==> src/rtl/core/mcdsd_pkg.sv <==
// Shared types and constants for the multichannel delta sample decoder.
// No dependencies.
package mcdsd_pkg;

    localparam int SAMPLE_W  = 16;
    localparam int BYTE_W    = 8;
    localparam int CHAN_W    = 7;
    localparam int ROW_W     = 8;
    localparam int BITS_W    = 5;
    localparam int CFG_IDX_W = 2;

    localparam logic [ROW_W-1:0]  CHANNELS_RESET = 8'd128;
    localparam logic [ROW_W-1:0]  ROWS_RESET     = 8'd40;
    localparam logic [BITS_W-1:0] BITS_RESET     = 5'd12;

    typedef enum logic [CFG_IDX_W-1:0] {
        REG_CHANNEL_COUNT = 2'd0,
        REG_BLOCK_ROWS    = 2'd1,
        REG_SAMPLE_BITS   = 2'd2,
        REG_UNUSED        = 2'd3
    } cfg_reg_t;

    // decoded item handed from the sequencer to the datapath
    typedef struct packed {
        logic                       is_base;
        logic signed [SAMPLE_W-1:0] base_sample;
        logic [BYTE_W-1:0]          delta;
        logic [CHAN_W-1:0]          channel;
        logic [ROW_W-1:0]           row;
        logic                       eor;
        logic                       eob;
    } item_t;

    function automatic logic [SAMPLE_W-1:0] zero_level(input logic [BITS_W-1:0] bits);
        logic [BITS_W-1:0]   b;
        logic [SAMPLE_W-1:0] zl;
        b  = (bits == '0) ? BITS_W'(1) : bits;
        zl = '0;
        if (b <= BITS_W'(SAMPLE_W))
        begin
            zl = SAMPLE_W'(1) << (b - BITS_W'(1));
        end
        return zl;
    endfunction

endpackage

==> src/rtl/core/mcdsd_ctrl.sv <==
// Configuration registers, channel/row counters and base-word assembly.
// Depends on mcdsd_pkg.
module mcdsd_ctrl #(
    parameter int MAX_CHANNELS = 128,
    parameter int AW           = 7
) (
    input  logic                               clk,
    input  logic                               rst_n,
    input  logic                               cfg_wr,
    input  logic [mcdsd_pkg::CFG_IDX_W-1:0]    cfg_index,
    input  logic [mcdsd_pkg::BYTE_W-1:0]       cfg_data,
    input  logic                               accept,
    input  logic [mcdsd_pkg::BYTE_W-1:0]       data_byte,
    output logic                               fire,
    output mcdsd_pkg::item_t                   item,
    output logic [AW-1:0]                      addr
);
    import mcdsd_pkg::*;

    localparam int EW = ($clog2(MAX_CHANNELS + 1) > 9) ? $clog2(MAX_CHANNELS + 1) : 9;
    localparam logic [EW-1:0] MAX_E = EW'(MAX_CHANNELS);

    logic [ROW_W-1:0]  channels_reg;
    logic [ROW_W-1:0]  rows_reg;
    logic [BITS_W-1:0] bits_reg;
    logic [AW-1:0]     chan_reg, chan_next;
    logic [ROW_W-1:0]  row_reg, row_next;
    logic              pending_reg, pending_next;
    logic [BYTE_W-1:0] hold_reg, hold_next;

    logic [EW-1:0]       eff_ch, last_ch;
    logic [ROW_W-1:0]    last_row;
    logic                eor, eob, low_byte;
    logic [AW+CHAN_W-1:0] chan_wide;

    always_comb
    begin
        if (channels_reg == '0)
        begin
            eff_ch = EW'(1);
        end
        else if (EW'(channels_reg) > MAX_E)
        begin
            eff_ch = MAX_E;
        end
        else
        begin
            eff_ch = EW'(channels_reg);
        end
        last_ch  = eff_ch - EW'(1);
        last_row = (rows_reg == '0) ? '0 : rows_reg - ROW_W'(1);
        eor      = EW'(chan_reg) >= last_ch;
        eob      = eor && (row_reg >= last_row);
        low_byte = (row_reg == '0) && !pending_reg;
        chan_wide = {{CHAN_W{1'b0}}, chan_reg};

        item.is_base     = (row_reg == '0);
        item.base_sample = {data_byte, hold_reg} - zero_level(bits_reg);
        item.delta       = data_byte;
        item.channel     = chan_wide[CHAN_W-1:0];
        item.row         = row_reg;
        item.eor         = eor;
        item.eob         = eob;
        addr             = chan_reg;
        fire             = accept && !low_byte;

        chan_next    = chan_reg;
        row_next     = row_reg;
        pending_next = pending_reg;
        hold_next    = hold_reg;
        if (accept)
        begin
            if (low_byte)
            begin
                hold_next    = data_byte;
                pending_next = 1'b1;
            end
            else
            begin
                pending_next = 1'b0;
                if (eor)
                begin
                    chan_next = '0;
                    row_next  = eob ? '0 : row_reg + ROW_W'(1);
                end
                else
                begin
                    chan_next = chan_reg + AW'(1);
                end
            end
        end
    end

    always_ff @(posedge clk or negedge rst_n)
    begin
        if (!rst_n)
        begin
            channels_reg <= CHANNELS_RESET;
            rows_reg     <= ROWS_RESET;
            bits_reg     <= BITS_RESET;
            chan_reg     <= '0;
            row_reg      <= '0;
            pending_reg  <= 1'b0;
            hold_reg     <= '0;
        end
        else
        begin
            if (cfg_wr)
            begin
                unique case (cfg_reg_t'(cfg_index))
                    REG_CHANNEL_COUNT: channels_reg <= cfg_data;
                    REG_BLOCK_ROWS:    rows_reg     <= cfg_data;
                    REG_SAMPLE_BITS:   bits_reg     <= cfg_data[BITS_W-1:0];
                    REG_UNUSED:        ;
                    default:           ;
                endcase
            end
            chan_reg    <= chan_next;
            row_reg     <= row_next;
            pending_reg <= pending_next;
            hold_reg    <= hold_next;
        end
    end

    a_pending_base_row: assert property (@(posedge clk) disable iff (!rst_n)
        pending_reg |-> row_reg == '0)
        else $error("high byte pending outside base row");

    a_block_wrap: assert property (@(posedge clk) disable iff (!rst_n)
        fire && item.eob |=> row_reg == '0 && chan_reg == '0 && !pending_reg)
        else $error("counters not wrapped after end of block");

endmodule

==> src/rtl/core/mcdsd_dp.sv <==
// Sample store, delta add with write bypass, and the output register.
// Depends on mcdsd_pkg.
module mcdsd_dp #(
    parameter int MAX_CHANNELS = 128,
    parameter int AW           = 7
) (
    input  logic                                 clk,
    input  logic                                 rst_n,
    input  logic                                 fire,
    input  mcdsd_pkg::item_t                     item,
    input  logic [AW-1:0]                        addr,
    input  logic                                 out_stall,
    output logic                                 busy,
    output logic                                 out_valid,
    output logic signed [mcdsd_pkg::SAMPLE_W-1:0] sample_value,
    output logic [mcdsd_pkg::CHAN_W-1:0]         channel_index,
    output logic [mcdsd_pkg::ROW_W-1:0]          row_index,
    output logic                                 end_of_row,
    output logic                                 end_of_block
);
    import mcdsd_pkg::*;

    logic [SAMPLE_W-1:0] mem [MAX_CHANNELS];

    logic                s1_valid_reg;
    item_t               s1_item_reg;
    logic [AW-1:0]       s1_addr_reg;
    logic [SAMPLE_W-1:0] rd_reg;
    logic                hit_reg;
    logic [SAMPLE_W-1:0] byp_reg;

    logic                out_valid_reg;
    item_t               out_item_reg;
    logic [SAMPLE_W-1:0] out_sample_reg;

    logic                s1_move;
    logic [SAMPLE_W-1:0] prev, sample;

    always_comb
    begin
        s1_move = s1_valid_reg && (!out_valid_reg || !out_stall);
        busy    = s1_valid_reg && !s1_move;
        prev    = hit_reg ? byp_reg : rd_reg;
        sample  = s1_item_reg.is_base ? s1_item_reg.base_sample
                : prev + {{(SAMPLE_W-BYTE_W){s1_item_reg.delta[BYTE_W-1]}}, s1_item_reg.delta};
    end

    always_ff @(posedge clk)
    begin
        if (s1_move)
        begin
            mem[s1_addr_reg] <= sample;
        end
        if (fire)
        begin
            rd_reg      <= mem[addr];
            hit_reg     <= s1_move && (s1_addr_reg == addr);
            byp_reg     <= sample;
            s1_item_reg <= item;
            s1_addr_reg <= addr;
        end
        if (s1_move)
        begin
            out_item_reg   <= s1_item_reg;
            out_sample_reg <= sample;
        end
    end

    always_ff @(posedge clk or negedge rst_n)
    begin
        if (!rst_n)
        begin
            s1_valid_reg  <= 1'b0;
            out_valid_reg <= 1'b0;
        end
        else
        begin
            if (fire)
            begin
                s1_valid_reg <= 1'b1;
            end
            else if (s1_move)
            begin
                s1_valid_reg <= 1'b0;
            end
            if (s1_move)
            begin
                out_valid_reg <= 1'b1;
            end
            else if (!out_stall)
            begin
                out_valid_reg <= 1'b0;
            end
        end
    end

    assign out_valid     = out_valid_reg;
    assign sample_value  = out_sample_reg;
    assign channel_index = out_item_reg.channel;
    assign row_index     = out_item_reg.row;
    assign end_of_row    = out_item_reg.eor;
    assign end_of_block  = out_item_reg.eob;

    a_no_overrun: assert property (@(posedge clk) disable iff (!rst_n)
        fire |-> !busy)
        else $error("item taken while stage one is blocked");

    a_s1_held: assert property (@(posedge clk) disable iff (!rst_n)
        s1_valid_reg && out_valid_reg && out_stall |=> s1_valid_reg && $stable(s1_item_reg))
        else $error("stage one lost or changed while output stalled");

    a_eob_eor: assert property (@(posedge clk) disable iff (!rst_n)
        out_valid_reg && out_item_reg.eob |-> out_item_reg.eor)
        else $error("end of block without end of row");

endmodule

==> src/rtl/core/multichannel_delta_sample_decoder.sv <==
// Top level of the multichannel delta sample decoder.
// Depends on mcdsd_pkg, mcdsd_ctrl and mcdsd_dp.
//
// Input channel (in_valid/in_stall/data_byte) takes one raw stream byte per
// cycle while in_stall is low. Each block starts with a base row of
// little-endian 16-bit words, one per channel, then block_rows-1 rows of
// signed 8-bit deltas. Output channel (out_valid/out_stall) gives one
// sample per completed word or delta byte, tagged with channel, row and
// end-of-row/end-of-block. The byte completing a result is registered in
// stage one, then in the output register. Throughput: one byte per cycle
// when not stalled, set by the single read and single write port of the
// per-channel sample store (base-row words give one result per two bytes).
// Receiver stall: up to two results are buffered (stage one and output
// register); beyond that in_stall rises the same cycle.
// Configuration (cfg_valid/cfg_ready) is always ready; write only while idle.
// Reset clears counters and restores default registers (128 channels, 40
// rows, 12 bits); the sample store is not cleared, each channel is loaded by
// its base-row word before any delta reads it.
module multichannel_delta_sample_decoder #(
    parameter int MAX_CHANNELS = 128
) (
    input  logic                                  clk,
    input  logic                                  rst_n,
    input  logic                                  cfg_valid,
    output logic                                  cfg_ready,
    input  logic [mcdsd_pkg::CFG_IDX_W-1:0]       cfg_index,
    input  logic [mcdsd_pkg::BYTE_W-1:0]          cfg_data,
    input  logic                                  in_valid,
    output logic                                  in_stall,
    input  logic [mcdsd_pkg::BYTE_W-1:0]          data_byte,
    output logic                                  out_valid,
    input  logic                                  out_stall,
    output logic signed [mcdsd_pkg::SAMPLE_W-1:0] sample_value,
    output logic [mcdsd_pkg::CHAN_W-1:0]          channel_index,
    output logic [mcdsd_pkg::ROW_W-1:0]           row_index,
    output logic                                  end_of_row,
    output logic                                  end_of_block
);
    import mcdsd_pkg::*;

    localparam int AW = (MAX_CHANNELS > 1) ? $clog2(MAX_CHANNELS) : 1;

    logic          busy;
    logic          accept;
    logic          fire;
    item_t         item;
    logic [AW-1:0] addr;

    assign cfg_ready = 1'b1;
    assign in_stall  = busy;
    assign accept    = in_valid && !busy;

    mcdsd_ctrl #(
        .MAX_CHANNELS (MAX_CHANNELS),
        .AW           (AW)
    ) u_ctrl (
        .clk       (clk),
        .rst_n     (rst_n),
        .cfg_wr    (cfg_valid && cfg_ready),
        .cfg_index (cfg_index),
        .cfg_data  (cfg_data),
        .accept    (accept),
        .data_byte (data_byte),
        .fire      (fire),
        .item      (item),
        .addr      (addr)
    );

    mcdsd_dp #(
        .MAX_CHANNELS (MAX_CHANNELS),
        .AW           (AW)
    ) u_dp (
        .clk           (clk),
        .rst_n         (rst_n),
        .fire          (fire),
        .item          (item),
        .addr          (addr),
        .out_stall     (out_stall),
        .busy          (busy),
        .out_valid     (out_valid),
        .sample_value  (sample_value),
        .channel_index (channel_index),
        .row_index     (row_index),
        .end_of_row    (end_of_row),
        .end_of_block  (end_of_block)
    );

endmodule
==> config.mk <==
export PLATFORM = sky130hd
export DESIGN_NAME = multichannel_delta_sample_decoder
export DESIGN_NICKNAME = d
export VERILOG_FILES = /design/src/rtl/core/mcdsd_pkg.sv /design/src/rtl/core/mcdsd_ctrl.sv /design/src/rtl/core/mcdsd_dp.sv /design/src/rtl/core/multichannel_delta_sample_decoder.sv
export SDC_FILE = /design/constraint.sdc
export NUM_CORES = 2
export LEC_CHECK = 0
export BUFFER_PORTS_ARGS = -buffer_cell sky130_fd_sc_hd__clkbuf_2
export CAP_MARGIN = 20
export CELL_PAD_IN_SITES_DETAIL_PLACEMENT = 0
export CELL_PAD_IN_SITES_GLOBAL_PLACEMENT = 1
export CORE_MARGIN = 1
export CORE_UTILIZATION = 53
export DETAILED_ROUTE_END_ITERATION = 12
export PLACE_DENSITY_LB_ADDON = 0.1
export SETUP_SLACK_MARGIN = 0.02
export SLEW_MARGIN = 40
export SYNTH_ARGS = -nofsm -noshare
export SYNTH_HDL_FRONTEND = slang
export SYNTH_SLANG_ARGS = --single-unit
==> constraint.sdc <==
create_clock -name clk -period 21 [get_ports clk]
set_input_delay 2.1 -clock clk [delete_from_list [all_inputs] [get_ports clk]]
set_output_delay 2.1 -clock clk [all_outputs]
set_load 0.02 [all_outputs]
==> impl_metrics.ini <==
[clock_tree]
cts_root_buf = clkbuf_16
cts.path.max_buffers = 3
clkSlewWorstSetupHoldPaths_ns = 0.06
clk-insertion-delay-late_ns = 0.86
cts-resized-gates = 0
cts_tree = done
cts.hold.buffers_added = 0
htree_num_levels = 4
cts_made_buffers = 215
post_cts_buffers = 0
cts_sinks = 2203

[layout]
syn_to_final_growth_pct = 12.65
instances_no_fill = 6957
multi_input_area_sq_um = 19610
post-route-util = 0.6044
mostFrequentLayoutCells = 2,156 x edfxtp_1, 384 x mux4_2, 242 x mux2i_1
final_common_cell = edfxtp_1
largest_reg_flops = 2048
layout-drive-gt1-share = 0.2322
register_area_sq_um = 65930
nets = 4681
fillCellCount = 11650

[floorplanning]
ios = 59
die_h_um = 406.1
dieArea_sq_um = 164900
row_count = 147
fp.coreArea_sq_um = 161300
die_x_um = 406.1
initial_core_util = 0.5366

[yosys]
ys_ff_latch = 2203
synthArstFlopShare = 0.02133
synth_edf_count = 2156
synthDistinctLibCells = 71
syn_nets = 4415
yosys_warnings = 0
ys.flop_type = edfxtp_1
ys_seq_area_frac = 0.7617
synth_area_sq_um = 86550
synth_area_per_cell_sq_um = 19.95
syn_inst = 4338

[worst_setup_path]
cp_slowest_cell = dfrtp_4
crit_fanout = 50
cp.depth = 10
required_ns = 21.57
end_kind = flop
path_cells = buf_4 -> buf_4 -> buf_4 -> buf_4 -> buf_4 -> mux4_2 -> a22oi_1 -> nand4_1 -> nor3_2 -> o311ai_1
worstSetupStartpointType = flop
reg2reg_depth = 10
crit_type = reg2reg
cpMostUsedCell = buf_4
crit_buf_inv = 5
critPathMaxStageDelay_ns = 0.95
ff2ff_setup_slack_ns = 14.84
critical-path-top-delay-family = buffers and inverters
cp.arrival_ns = 6.73

[placement]
portBuffers = 57
post-place-ws_ns = 14.85
hpwl_um = 131800
gp_congestion = 0.8452
placed_cells = 6543

[grt]
antenna_found_initial = 8
grt_usage = 0.2731
grt_overflow_total = 0
grt_pass1_vias = 43170
grt_max_degree = 131
grt_pass1_wl_um = 315500

[sta]
finalSetupTns_ns = 0
period_share = 0.2932
worst_pin_slew_ns = 0.8739
timing.final.crit_period_ns = 6.157
slew_headroom = 0.4174
max_freq_mhz = 162.4
setup_ws_ns = 14.84
skew_ns = 0.03185
setup_violations = 0
slew_viol_final = 0
rsz0062_at_grt = false
hold_viol = 0

[detailed_routing]
dr.pass1.iters = 7
first_iter_violations = 3973
drc = 0
num_vias = 43670
routed_via_density = 6.278
routed_wirelength_um = 222200
detail-route-antenna-nets = 0
wl_per_cell_um = 31.94

[status]
status = complete, no violations

[worst_hold_path]
hold_class = reg2reg
holdPathStages = 0

[pwr]
total_leakage_power_nw = 31.27
peakVddDrop_mv = 0.1516
power.density_nw_per_um2 = 137.0

[job]
maxCapViolations = 0
[stage by stage]
stage / power (mW) / cell area [sq um] / hold slack [ns]
final: 13.36 / 97500 / 0.4231
after global routing: 13.81 / 97480 / 0.4297
after CTS: 13.44 / 97350 / 0.4223
after detailed placement: 9.694 / 90450 / 0.4052
after global placement: 9.592 / 90250 / 0.4022
after floorplan: 8.528 / 86550 / 0.4003
[where the power goes]
group	internal (mW)	switching, mW	total, mW
Clock	2.14	1.64	3.78
Sequential	5.90	0.122	6.02
Combinational	1.13	2.42	3.55
Total	9.18	4.18	13.4
[path summary, 6_finish.rpt]
kind	to	start
max reg2reg	u_dp.rd_reg[6]$_DFFE_PP_	u_ctrl.addr[1]$_DFFE_PN0P_
min reg2reg	u_dp.row_index[5]$_DFFE_PP_	u_dp.s1_item_reg[7]$_DFFE_PP_
max	u_dp.rd_reg[6]$_DFFE_PP_	u_ctrl.addr[1]$_DFFE_PN0P_
min in group asynchronous	u_dp.out_valid$_DFFE_PN0P_	rst_n
min	u_dp.row_index[5]$_DFFE_PP_	u_dp.s1_item_reg[7]$_DFFE_PP_
max in group asynchronous	u_ctrl.addr[0]$_DFFE_PN0P_	rst_n
[worst reg2reg max path, stage by stage, from the launching register on]
cell,delay (ns)
dfrtp_4,0.95
buf_4,0.78
buf_4,0.67
buf_4,0.59
buf_4,0.70
buf_4,0.57
mux4_2,0.41
a22oi_1,0.40
nand4_1,0.18
nor3_2,0.43
o311ai_1,0.20
[layout make-up]
cell class / instances / share of cell area
Sequential cell: 2203 / 0.6762
Tap cell: 2160 / 0.02772
Clock inverter: 130 / 0.01215
Clock buffer: 273 / 0.05858
Antenna cell: 7 / 0.0001797
Inverter: 23 / 0.0009111
Timing Repair Buffer: 289 / 0.02312
Multi-Input combinational cell: 1872 / 0.2011
[kinds of logic after synthesis]
family | after synthesis | synth area share
multiplexers | 671 | 0.1338
adder cells (fa/ha/maj) | 54 | 0.007980
AO/OA/AOI/OAI | 478 | 0.03891
flip-flops | 2203 | 0.7617
XOR/XNOR | 41 | 0.004149
other | 1 | 0.00004333
buffers and inverters | 263 | 0.01631
AND/OR/NAND/NOR | 627 | 0.03719
[cell usage after synthesis (19+ instances only)]
library cell  number  area share
edfxtp_1        2156        0.75
mux4_2           384        0.10
mux2i_1          242       0.028
nor2_1           190      0.0082
a22oi_1          159       0.014
nand3_1          145      0.0084
clkbuf_1          94      0.0041
buf_2             81      0.0047
a21oi_1           78      0.0045
nand2_1           69      0.0030
ha_1              52      0.0075
mux2_2            45      0.0059
and3_1            42      0.0030
dfrtp_1           42       0.012
o21ai_0           39      0.0023
a31oi_1           38      0.0027
nand4_1           37      0.0027
nor2b_1           32      0.0023
o22ai_1           32      0.0023
buf_6             26      0.0034
buf_4             25      0.0022
o211ai_1          22      0.0019
xnor2_1           22      0.0022
a211oi_1          21      0.0018
inv_1             21     0.00091
nor3_1            20      0.0012
xor2_1            19      0.0019
[layer usage]
layer / global-route usage / vias to the layer above / share of wire
li1: - / 18560 / -
met1: 0.3776 / 23070 / 0.41
met2: 0.4310 / 1653 / 0.48
met3: 0.05702 / 383 / 0.073
met4: 0.1024 / 10 / 0.039
met5: 0 / - / 0.00028
Power figures use the tool's default switching activity.
